$ cat src/rtl/core/epva_pkg.sv
`default_nettype none
package epva_pkg;

	localparam int DVD_W = 64;
	localparam int DEN_W = 38;
	localparam int CNT_W = 7;

	localparam logic [2:0] REG_RANGE_A     = 3'd0;
	localparam logic [2:0] REG_RANGE_B     = 3'd1;
	localparam logic [2:0] REG_VALUE_MODE  = 3'd2;
	localparam logic [2:0] REG_VEL_GAIN    = 3'd3;
	localparam logic [2:0] REG_SENS_GAIN   = 3'd4;

	localparam logic [1:0] MODE_ABS    = 2'd0;
	localparam logic [1:0] MODE_CENTER = 2'd1;
	localparam logic [1:0] MODE_REL7   = 2'd2;

	localparam logic       OP_ROTATE = 1'b0;
	localparam logic       OP_CLEAR  = 1'b1;

	localparam logic [31:0] DEN_SCALE  = 32'd230400000;
	// ceil(2^30 / 125): (us >> 3) * MS_RECIP >> 30 gives us / 1000
	localparam logic [31:0] MS_RECIP   = 32'd8589935;
	localparam logic [31:0] TURN_RESET = 32'd64;
	localparam logic [4:0]  M_MAX      = 5'd25;

	typedef enum logic [4:0] {
		ST_IDLE, ST_CLR, ST_MMS, ST_MSQ, ST_MVEL, ST_MM, ST_MSEN,
		ST_MSPAN, ST_MLO, ST_MHI, ST_ADDN, ST_MDEN, ST_DIVN, ST_WAITN,
		ST_SUM, ST_STEP, ST_COMMIT
	} state_t;

	typedef struct packed {
		logic             start;
		logic [CNT_W-1:0] count;
	} div_ctl_t;

	typedef struct packed {
		logic busy;
		logic ovf;
	} div_sts_t;

endpackage
`default_nettype wire

$ cat src/rtl/core/epva_div.sv
`default_nettype none
module epva_div import epva_pkg::*; #(
	parameter int QW = 55
) (
	input  wire logic             clk,
	input  wire logic             arst_n,
	input  wire div_ctl_t         ctl,
	input  wire logic [DVD_W-1:0] dividend,
	input  wire logic [DEN_W-1:0] den,
	output div_sts_t              sts,
	output logic      [QW-1:0]    quotient
);

	logic             busy_q;
	logic             ovf_q;
	logic [CNT_W-1:0] cnt_q;
	logic [DVD_W-1:0] dvd_q;
	logic [DEN_W-1:0] den_q;
	logic [DEN_W-1:0] rem_q;
	logic [QW-1:0]    quo_q;
	logic [DEN_W:0]   trial;
	logic             ge;

	// restoring division, one quotient bit per cycle
	assign trial = {rem_q, dvd_q[DVD_W-1]};
	assign ge    = trial >= {1'b0, den_q};

	always_ff @(posedge clk or negedge arst_n) begin
		if (!arst_n) begin
			busy_q <= 1'b0;
			cnt_q  <= '0;
		end else if (ctl.start) begin
			busy_q <= 1'b1;
			cnt_q  <= ctl.count;
		end else if (busy_q) begin
			busy_q <= cnt_q != CNT_W'(1);
			cnt_q  <= cnt_q - CNT_W'(1);
		end
	end

	always_ff @(posedge clk) begin
		if (ctl.start) begin
			dvd_q <= dividend;
			den_q <= den;
			rem_q <= '0;
			quo_q <= '0;
			ovf_q <= 1'b0;
		end else if (busy_q) begin
			dvd_q <= {dvd_q[DVD_W-2:0], 1'b0};
			rem_q <= ge ? DEN_W'(trial - {1'b0, den_q}) : trial[DEN_W-1:0];
			quo_q <= {quo_q[QW-2:0], ge};
			// any quotient bit pushed past the kept width means saturation
			ovf_q <= ovf_q | quo_q[QW-1];
		end
	end

	assign sts.busy = busy_q;
	assign sts.ovf  = ovf_q;
	assign quotient = quo_q;

endmodule
`default_nettype wire

$ cat src/rtl/core/endless_pot_velocity_accumulator.sv
`default_nettype none
// channel  | direction | handshake            | payload
// input    | in        | in_valid / in_stall  | op, angle_delta, elapsed_us, stabilized
// result   | out       | out_valid / out_stall| value_out, turn_count, elapsed_msec, changed, trigger
// config   | in        | cfg_valid / cfg_ready| cfg_index, cfg_data
//
// A rotation item holds the input closed until its result is written: one reciprocal
// multiply for the ms figure, further sequencer steps on the shared multiplier (squares,
// gains, span, numerator halves, denominator), and the bit-serial step divider.
// A clear goes from idle straight to writing its result, without the arithmetic.
// Reset is asynchronous; it restores the config and output registers and the turn count of 64.
// A result waiting under out_stall holds the final write of the next item.
module endless_pot_velocity_accumulator import epva_pkg::*; #(
	parameter int ELAPSED_LIMIT_MS = 500,
	parameter int FRAC_BITS        = 24
) (
	input  wire logic               clk,
	input  wire logic               arst_n,
	input  wire logic               in_valid,
	output logic                    in_stall,
	input  wire logic               op,
	input  wire logic signed [11:0] angle_delta,
	input  wire logic        [31:0] elapsed_us,
	input  wire logic               stabilized,
	output logic                    out_valid,
	input  wire logic               out_stall,
	output logic signed      [15:0] value_out,
	output logic signed      [31:0] turn_count,
	output logic             [15:0] elapsed_msec,
	output logic                    changed,
	output logic                    trigger,
	input  wire logic               cfg_valid,
	output logic                    cfg_ready,
	input  wire logic        [2:0]  cfg_index,
	input  wire logic        [15:0] cfg_data
);

	localparam int LIM_W = $clog2(ELAPSED_LIMIT_MS * 1000 + 1);
	localparam logic [LIM_W-1:0] LIMIT_US = LIM_W'(ELAPSED_LIMIT_MS * 1000);
	localparam int QW = 31 + FRAC_BITS;
	localparam int TW = QW + 2;

	state_t state_q, state_d;

	logic signed [15:0] range_a_q, range_b_q;
	logic [1:0]         mode_q;
	logic [7:0]         vel_q, sen_q;

	logic signed [15:0] value_q;
	logic [31:0]        turn_q;
	logic [31:0]        frac_q;
	logic [15:0]        elapsed_q;
	logic               changed_q, trigger_q, out_valid_q;

	logic               stab_q, neg_q;
	logic [11:0]        ad_q;
	logic signed [15:0] lo_q, hi_q;
	logic [15:0]        span_q;
	logic [LIM_W-1:0]   elim_q;
	logic [15:0]        el_new_q;
	logic [4:0]         m_q;
	logic [22:0]        sq_q;
	logic [34:0]        t2_q;
	logic [9:0]         mm_q;
	logic [27:0]        t3_q, t4_q;
	logic [35:0]        inner_q;
	logic [63:0]        num_q;
	logic [31:0]        nhi_q;
	logic [DEN_W-1:0]   den_q;
	logic signed [TW-1:0] total_q;
	logic signed [31:0] step_q;
	logic [31:0]        frac_new_q;

	logic               slot_free, accept, commit;
	div_ctl_t           dctl;
	div_sts_t           dsts;
	logic [DVD_W-1:0]   div_dvd;
	logic [DEN_W-1:0]   div_den;
	logic [QW-1:0]      quo;

	logic [31:0]        mul_a, mul_b;
	logic [63:0]        mul_p;

	logic signed [12:0] d_eff;
	logic [11:0]        vel9;
	logic [17:0]        sen640;
	logic [QW-1:0]      qmag;
	logic signed [TW-1:0] smag;
	logic [TW-1:0]      tmag;
	logic [TW-FRAC_BITS-1:0] ip;
	logic [30:0]        ipsat;
	logic [FRAC_BITS-1:0] fp;
	logic signed [17:0] csum;
	logic signed [16:0] center;
	logic signed [32:0] nv_abs, nv_rel, nv_clamped_abs;
	logic signed [7:0]  rd;
	logic [6:0]         nv7;
	logic [15:0]        ms16;

	assign slot_free = !out_valid_q || !out_stall;
	assign accept    = in_valid && !in_stall;
	assign cfg_ready = 1'b1;

	epva_div #(.QW(QW)) u_div (
		.clk      (clk),
		.arst_n   (arst_n),
		.ctl      (dctl),
		.dividend (div_dvd),
		.den      (div_den),
		.sts      (dsts),
		.quotient (quo)
	);

	always_ff @(posedge clk or negedge arst_n) begin
		if (!arst_n) begin
			state_q <= ST_IDLE;
		end else begin
			state_q <= state_d;
		end
	end

	always_comb begin
		state_d    = state_q;
		in_stall   = 1'b1;
		commit     = 1'b0;
		dctl.start = 1'b0;
		dctl.count = CNT_W'(DVD_W + FRAC_BITS);
		div_dvd    = num_q;
		div_den    = den_q;
		case (state_q)
			ST_IDLE: begin
				in_stall = 1'b0;
				if (in_valid) begin
					state_d = (op == OP_CLEAR) ? ST_CLR : ST_MMS;
				end
			end
			ST_CLR: begin
				if (slot_free) begin
					commit  = 1'b1;
					state_d = ST_IDLE;
				end
			end
			ST_MMS:   state_d = ST_MSQ;
			ST_MSQ:   state_d = ST_MVEL;
			ST_MVEL:  state_d = ST_MM;
			ST_MM:    state_d = ST_MSEN;
			ST_MSEN:  state_d = ST_MSPAN;
			ST_MSPAN: state_d = ST_MLO;
			ST_MLO:   state_d = ST_MHI;
			ST_MHI:   state_d = ST_ADDN;
			ST_ADDN:  state_d = ST_MDEN;
			ST_MDEN:  state_d = ST_DIVN;
			ST_DIVN: begin
				dctl.start = 1'b1;
				state_d    = ST_WAITN;
			end
			ST_WAITN: if (!dsts.busy) state_d = ST_SUM;
			ST_SUM:   state_d = ST_STEP;
			ST_STEP:  state_d = ST_COMMIT;
			ST_COMMIT: begin
				if (slot_free) begin
					commit  = 1'b1;
					state_d = ST_IDLE;
				end
			end
			default: state_d = ST_IDLE;
		endcase
	end

	// shared multiplier, operands chosen by the sequencer step
	always_comb begin
		mul_a = '0;
		mul_b = '0;
		case (state_q)
			ST_MMS: begin
				mul_a = {{(35-LIM_W){1'b0}}, elim_q[LIM_W-1:3]};
				mul_b = MS_RECIP;
			end
			ST_MSQ: begin
				mul_a = {20'd0, ad_q};
				mul_b = {20'd0, ad_q};
			end
			ST_MVEL: begin
				mul_a = {9'd0, sq_q};
				mul_b = {20'd0, vel9};
			end
			ST_MM: begin
				mul_a = {27'd0, m_q};
				mul_b = {27'd0, m_q};
			end
			ST_MSEN: begin
				mul_a = {22'd0, mm_q};
				mul_b = {14'd0, sen640};
			end
			ST_MSPAN: begin
				mul_a = {20'd0, ad_q};
				mul_b = {16'd0, span_q};
			end
			ST_MLO: begin
				mul_a = {4'd0, t4_q};
				mul_b = inner_q[31:0];
			end
			ST_MHI: begin
				mul_a = {4'd0, t4_q};
				mul_b = {28'd0, inner_q[35:32]};
			end
			ST_MDEN: begin
				mul_a = {22'd0, mm_q};
				mul_b = DEN_SCALE;
			end
			default: begin
				mul_a = '0;
				mul_b = '0;
			end
		endcase
	end
	assign mul_p = mul_a * mul_b;

	assign d_eff  = (range_a_q > range_b_q) ? -13'(angle_delta) : 13'(angle_delta);
	assign vel9   = {1'b0, vel_q, 3'd0} + {4'd0, vel_q};
	assign sen640 = {1'b0, sen_q, 9'd0} + {3'd0, sen_q, 7'd0};
	assign ms16   = mul_p[45:30];

	assign qmag = {dsts.ovf ? 31'h7fff_ffff : quo[QW-1:FRAC_BITS], quo[FRAC_BITS-1:0]};
	assign smag = neg_q ? -$signed({2'b00, qmag}) : $signed({2'b00, qmag});

	assign tmag  = total_q[TW-1] ? TW'(-total_q) : TW'(total_q);
	assign ip    = tmag[TW-1:FRAC_BITS];
	assign ipsat = (|ip[TW-FRAC_BITS-1:31]) ? 31'h7fff_ffff : ip[30:0];
	assign fp    = tmag[FRAC_BITS-1:0];

	// centre: (range_b + 1 + range_a) / 2, truncated toward zero
	assign csum   = 18'(range_b_q) + 18'(range_a_q) + 18'sd1;
	assign center = 17'((csum + 18'(csum[17])) >>> 1);

	assign nv_abs = 33'(value_q) + 33'(step_q);
	assign nv_clamped_abs = (nv_abs < 33'(lo_q)) ? 33'(lo_q) :
	                        (nv_abs > 33'(hi_q)) ? 33'(hi_q) : nv_abs;

	always_comb begin
		if (value_q > 16'sd127) begin
			rd = -8'sd1;
		end else if (value_q < 16'sd0) begin
			rd = 8'sd0;
		end else if (value_q > 16'sd63) begin
			rd = 8'(value_q - 16'sd128);
		end else begin
			rd = 8'(value_q);
		end
	end
	assign nv_rel = 33'(rd) - 33'(step_q);
	assign nv7    = (nv_rel < -33'sd64) ? 7'h40 :
	                (nv_rel > 33'sd63)  ? 7'h3f : nv_rel[6:0];

	always_ff @(posedge clk or negedge arst_n) begin
		if (!arst_n) begin
			range_a_q <= 16'sd0;
			range_b_q <= 16'sd16383;
			mode_q    <= MODE_ABS;
			vel_q     <= 8'd50;
			sen_q     <= 8'd50;
		end else if (cfg_valid && cfg_ready) begin
			case (cfg_index)
				REG_RANGE_A:    range_a_q <= cfg_data;
				REG_RANGE_B:    range_b_q <= cfg_data;
				REG_VALUE_MODE: mode_q    <= cfg_data[1:0];
				REG_VEL_GAIN:   vel_q     <= cfg_data[7:0];
				REG_SENS_GAIN:  sen_q     <= cfg_data[7:0];
				default: ;
			endcase
		end
	end

	always_ff @(posedge clk or negedge arst_n) begin
		if (!arst_n) begin
			value_q     <= '0;
			turn_q      <= TURN_RESET;
			frac_q      <= '0;
			elapsed_q   <= '0;
			changed_q   <= 1'b0;
			trigger_q   <= 1'b0;
			out_valid_q <= 1'b0;
		end else begin
			if (commit) begin
				out_valid_q <= 1'b1;
			end else if (!out_stall) begin
				out_valid_q <= 1'b0;
			end
			if (commit && state_q == ST_CLR) begin
				turn_q    <= TURN_RESET;
				changed_q <= 1'b0;
				trigger_q <= 1'b0;
				if (mode_q == MODE_CENTER) begin
					value_q <= center[15:0];
				end else if (mode_q == MODE_REL7) begin
					value_q <= '0;
				end
			end else if (commit) begin
				frac_q    <= frac_new_q;
				elapsed_q <= el_new_q;
				changed_q <= step_q != 32'sd0;
				trigger_q <= (step_q != 32'sd0) && stab_q;
				if (step_q != 32'sd0) begin
					turn_q <= turn_q + step_q;
					if (mode_q == MODE_ABS || mode_q == MODE_CENTER) begin
						value_q <= nv_clamped_abs[15:0];
					end else if (mode_q == MODE_REL7) begin
						value_q <= {9'd0, 7'(-nv7)};
					end
				end
			end
		end
	end

	always_ff @(posedge clk) begin
		case (state_q)
			ST_IDLE: if (accept) begin
				stab_q <= stabilized;
				neg_q  <= d_eff[12];
				ad_q   <= 12'(d_eff[12] ? -d_eff : d_eff);
				lo_q   <= (range_a_q < range_b_q) ? range_a_q : range_b_q;
				hi_q   <= (range_a_q < range_b_q) ? range_b_q : range_a_q;
				span_q <= (range_a_q < range_b_q) ? 16'(range_b_q - range_a_q)
				                                  : 16'(range_a_q - range_b_q);
				elim_q <= (elapsed_us > 32'(LIMIT_US)) ? LIMIT_US : elapsed_us[LIM_W-1:0];
			end
			ST_MMS: begin
				el_new_q <= ms16;
				m_q <= (ms16 == 16'd0) ? 5'd1 :
				       (ms16 > 16'(M_MAX)) ? M_MAX : ms16[4:0];
			end
			ST_MSQ:   sq_q <= mul_p[22:0];
			ST_MVEL:  t2_q <= mul_p[34:0];
			ST_MM:    mm_q <= mul_p[9:0];
			ST_MSEN:  t3_q <= mul_p[27:0];
			ST_MSPAN: begin
				t4_q    <= mul_p[27:0];
				inner_q <= {1'b0, t2_q} + {8'd0, t3_q};
			end
			ST_MLO:   num_q <= mul_p;
			ST_MHI:   nhi_q <= mul_p[31:0];
			ST_ADDN:  num_q <= num_q + {nhi_q, 32'd0};
			ST_MDEN:  den_q <= mul_p[DEN_W-1:0];
			ST_SUM:   total_q <= smag + TW'($signed(frac_q));
			ST_STEP: begin
				step_q     <= total_q[TW-1] ? -$signed({1'b0, ipsat}) : $signed({1'b0, ipsat});
				frac_new_q <= total_q[TW-1] ? -{{(32-FRAC_BITS){1'b0}}, fp}
				                            : {{(32-FRAC_BITS){1'b0}}, fp};
			end
			default: ;
		endcase
	end

	assign out_valid    = out_valid_q;
	assign value_out    = value_q;
	assign turn_count   = turn_q;
	assign elapsed_msec = elapsed_q;
	assign changed      = changed_q;
	assign trigger      = trigger_q;

endmodule
`default_nettype wire

$ cat config.mk
export PLATFORM = sky130hd
export DESIGN_NAME = endless_pot_velocity_accumulator
export DESIGN_NICKNAME = d
export VERILOG_FILES = /design/src/rtl/core/epva_pkg.sv /design/src/rtl/core/epva_div.sv /design/src/rtl/core/endless_pot_velocity_accumulator.sv
export SDC_FILE = /design/constraint.sdc
export NUM_CORES = 2
export LEC_CHECK = 0
export ABC_AREA = 1
export BUFFER_PORTS_ARGS = -buffer_cell sky130_fd_sc_hd__buf_2
export CAP_MARGIN = 5
export CORE_AREA = 2 2 363 365
export DETAILED_ROUTE_END_ITERATION = 8
export DIE_AREA = 0 0 365 367
export GPL_ROUTABILITY_DRIVEN = 0
export PLACE_DENSITY = 0.82
export SLEW_MARGIN = 0
export SYNTH_ARGS = -nofsm -noshare
export SYNTH_HDL_FRONTEND = slang
export SYNTH_SLANG_ARGS = --single-unit
export TNS_END_PERCENT = 5
$ cat constraint.sdc
create_clock -name clk -period 12.8 [get_ports clk]
set_clock_uncertainty 0.05 [all_clocks]
set_input_delay 1.28 -clock clk [delete_from_list [all_inputs] [get_ports clk]]
set_output_delay 1.28 -clock clk [all_outputs]
set_load 0.1 [all_outputs]
==> flow_summary.json <==
{
  "status": "finished, violations left",
  "violations": "DRC",
  "wl_met3_mm": 37.8,
  "worst_path_largest_cell_delay_ps": 1030,
  "final_max_slew_viol_count": 0,
  "critPathLaunchType": "flip-flop",
  "cts_num_sinks": 872,
  "slowest_stage": "nor2_1",
  "setup_viol_count_final": 0,
  "min_period_over_period": 0.888,
  "rsz0062_at_grt": "no",
  "worstReg2RegStart": "state_q[0]",
  "area_delta_synth_final_pct": 6.97,
  "hold_end": "u_div.den_q[26]",
  "synth_xor_area_frac": 0.0415,
  "min_from": "den_q[26]",
  "fmax_mhz": 88.0,
  "initial_core_util": 0.652,
  "root_buffer": "clkbuf_16",
  "final.min_clock_period_ps": 11370,
  "synth.distinct_cells": 81,
  "endpoint_kind": "flip-flop",
  "topRoutingLayerUsed": "met5",
  "dieHeight_um": 367,
  "async_flop_share": 0.186,
  "synth_adder_area_share": 0.275,
  "setup_slack_ps": 1430,
  "drive_gt1_frac": 0.0567,
  "rows": 133,
  "drt-met1-wl_mm": 91.3,
  "htree_num_levels": 3,
  "port_buffers": 137,
  "synth_warnings": 0,
  "synth-main-ff-cell": "edfxtp_1",
  "grt_usage": 0.390,
  "synth-seq-cells": 872,
  "via_count": 74920,
  "ios": 139,
  "die_x_um": 365,
  "hold_viol_final": 0,
  "final_cell_mix": "nand2_1, inv_1, nor2_1, fa_1, edfxtp_1",
  "routed_wl_mm": 262,
  "hold_path_depth": 0,
  "synthesis.area_sq_um": 85100,
  "synth_cells": 10416,
  "clkLatencyLatePin_ps": 730,
  "grt_pass1_wl_mm": 403,
  "viasPerCell": 6.09,
  "hold_class": "reg -> reg",
  "drc": 1,
  "worstPathMaxFanout": 21,
  "synth_top_family_by_area": "adder cells",
  "syn_nets": 11882,
  "synth_mux_area_frac": 0.00670,
  "drt_iter0_markers": 10421,
  "ctsHoldBuffers": 0,
  "post_cts_resized": 0,
  "synthSimpleGateAreaFrac": 0.184,
  "dp_slack_ps": 1850,
  "place_hpwl_mm": 197,
  "postCtsSetupBuffers": 0,
  "crit_type": "reg -> reg",
  "crit_top_cell": "inv_1",
  "crit_required_ps": 13340,
  "core_sq_um": 130000,
  "grt_pass1_vias": 73286,
  "dieArea_sq_um": 134000,
  "cts.clk_slew.worst_paths_ps": 70,
  "wl_met2_mm": 114,
  "final_common_cell": "nand2_1",
  "cts_buffers": 88,
  "grt_max_degree": 123,
  "rrSetupSlack_ps": 1430,
  "synth.avg_cell_area_sq_um": 8.17,
  "crit_arrival_ps": 11910,
  "detail_route.wl_per_cell_um": 21.3,
  "fin_tns_setup_ps": 0,
  "antenna_left": 0,
  "ff2ff_path_depth": 38,
  "antenna_found_initial": 21,
  "seq_area_frac_synth": 0.287,
  "cap_viol_max_count": 0,
  "slew_headroom": 0.0816,
  "synth-compound-area-share": 0.0971,
  "cts_tree": "built",
  "rr_endpoint": "m_q[1]",
  "synth_edf_count": 616,
  "startpoint": "state_q[0]",
  "grt_overflow_total": 0,
  "first_pass_iters": 9,
  "clockBufferDepth": 3,
  "worst_slew_pin_slew_ps": 1370,
  "layout.nets": 11934
}
[cells in the mapped netlist, types with 31 or more instances]
| master | n | area [sq um] |
|---|---|---|
| nand2_1 | 2258 | 8480 |
| inv_1 | 2125 | 7980 |
| nor2_1 | 980 | 3680 |
| fa_1 | 792 | 15900 |
| edfxtp_1 | 616 | 18500 |
| ha_1 | 604 | 7560 |
| a21oi_1 | 514 | 2570 |
| o21ai_0 | 442 | 2210 |
| xor2_1 | 286 | 2500 |
| clkbuf_1 | 224 | 841 |
| nand3_1 | 221 | 1110 |
| dfrtp_1 | 141 | 3530 |
| xnor2_1 | 117 | 1020 |
| nor3_1 | 114 | 571 |
| dfxtp_1 | 94 | 1880 |
| a31oi_1 | 93 | 582 |
| nand4_1 | 82 | 513 |
| a22oi_1 | 55 | 413 |
| mux2_2 | 48 | 541 |
| o211ai_1 | 47 | 353 |
| nor4_1 | 43 | 269 |
| nand3b_1 | 32 | 240 |
| o21a_1 | 32 | 240 |
| a221oi_1 | 31 | 272 |
[area by class of cell]
| class | instances | area (sq um) |
|---|---|---|
| clock inverter | 61 | 748 |
| timing repair buffer | 232 | 1420 |
| inverter | 2164 | 8130 |
| antenna | 13 | 32.5 |
| fill | 9826 | 39400 |
| multi-input combinational | 7110 | 51800 |
| sequential | 872 | 24500 |
| tap | 1755 | 2200 |
| clock buffer | 105 | 2310 |
[critical path, delay by kind of cell (launching register included)]
family	cells	cell delay, ps
compound gates	2	490
buf+inv	11	1730
simple gates	16	4200
fa+ha+maj	8	3960
xor+xnor	1	330
flops	1	470
[worst max path at each step]
stage,to,slack (ps),depth (start not counted)
6_report,m_q[1],1430,38
5_1_grt,m_q[1],1160,36
4_1_cts,m_q[2],1810,36
3_5_place_dp,m_q[0],1850,35
3_3_place_gp,m_q[0],2370,35
2_1_floorplan,m_q[0],2460,38
[state kept, by name, summed over array words and instances, names as in the netlist, 23 cells and up]
name,cells
den_q,38
div_dvd,64
frac_new_q,32
frac_q,32
inner_q,36
nhi_q,32
sq_q,23
step_q,32
t2_q,35
t3_q,28
t4_q,28
total_q,57
turn_count,32
u_div.den_q,38
u_div.dvd_q,64
u_div.quotient,55
u_div.rem_q,38
[stage by stage]
step | cells | hold WS (ps) | cell area [sq um] | utilization
6_report | 12312 | 351 | 91100 | 0.698
5_1_grt | 12301 | 372 | 91000 | 0.698
4_1_cts | 12299 | 357 | 91000 | 0.698
3_5_place_dp | 12133 | 355 | 88000 | 0.674
3_3_place_gp | 12133 | 352 | 88000 | 0.674
2_1_floorplan | 10416 | 350 | 85100 | -
[cell families after synthesis]
family                   count (synthesis)
flip-flops                             872
adder cells (fa/ha/maj)               1396
XOR/XNOR                               403
AO/OA/AOI/OAI                         1428
other                                    1
multiplexers                            51
AND/OR/NAND/NOR                       3831
buffers and inverters                 2434
[routing by layer]
layer / track usage / vias up
met4: 0.231 / 28
met5: 0.0105 / -
met1: 0.488 / 35333
met2: 0.585 / 5234
met3: 0.133 / 1349
li1: - / 32976
Power is left out: the tool's default activity adds up to more than one toggle a clock period on the data nets, which glitch-free logic cannot reach.
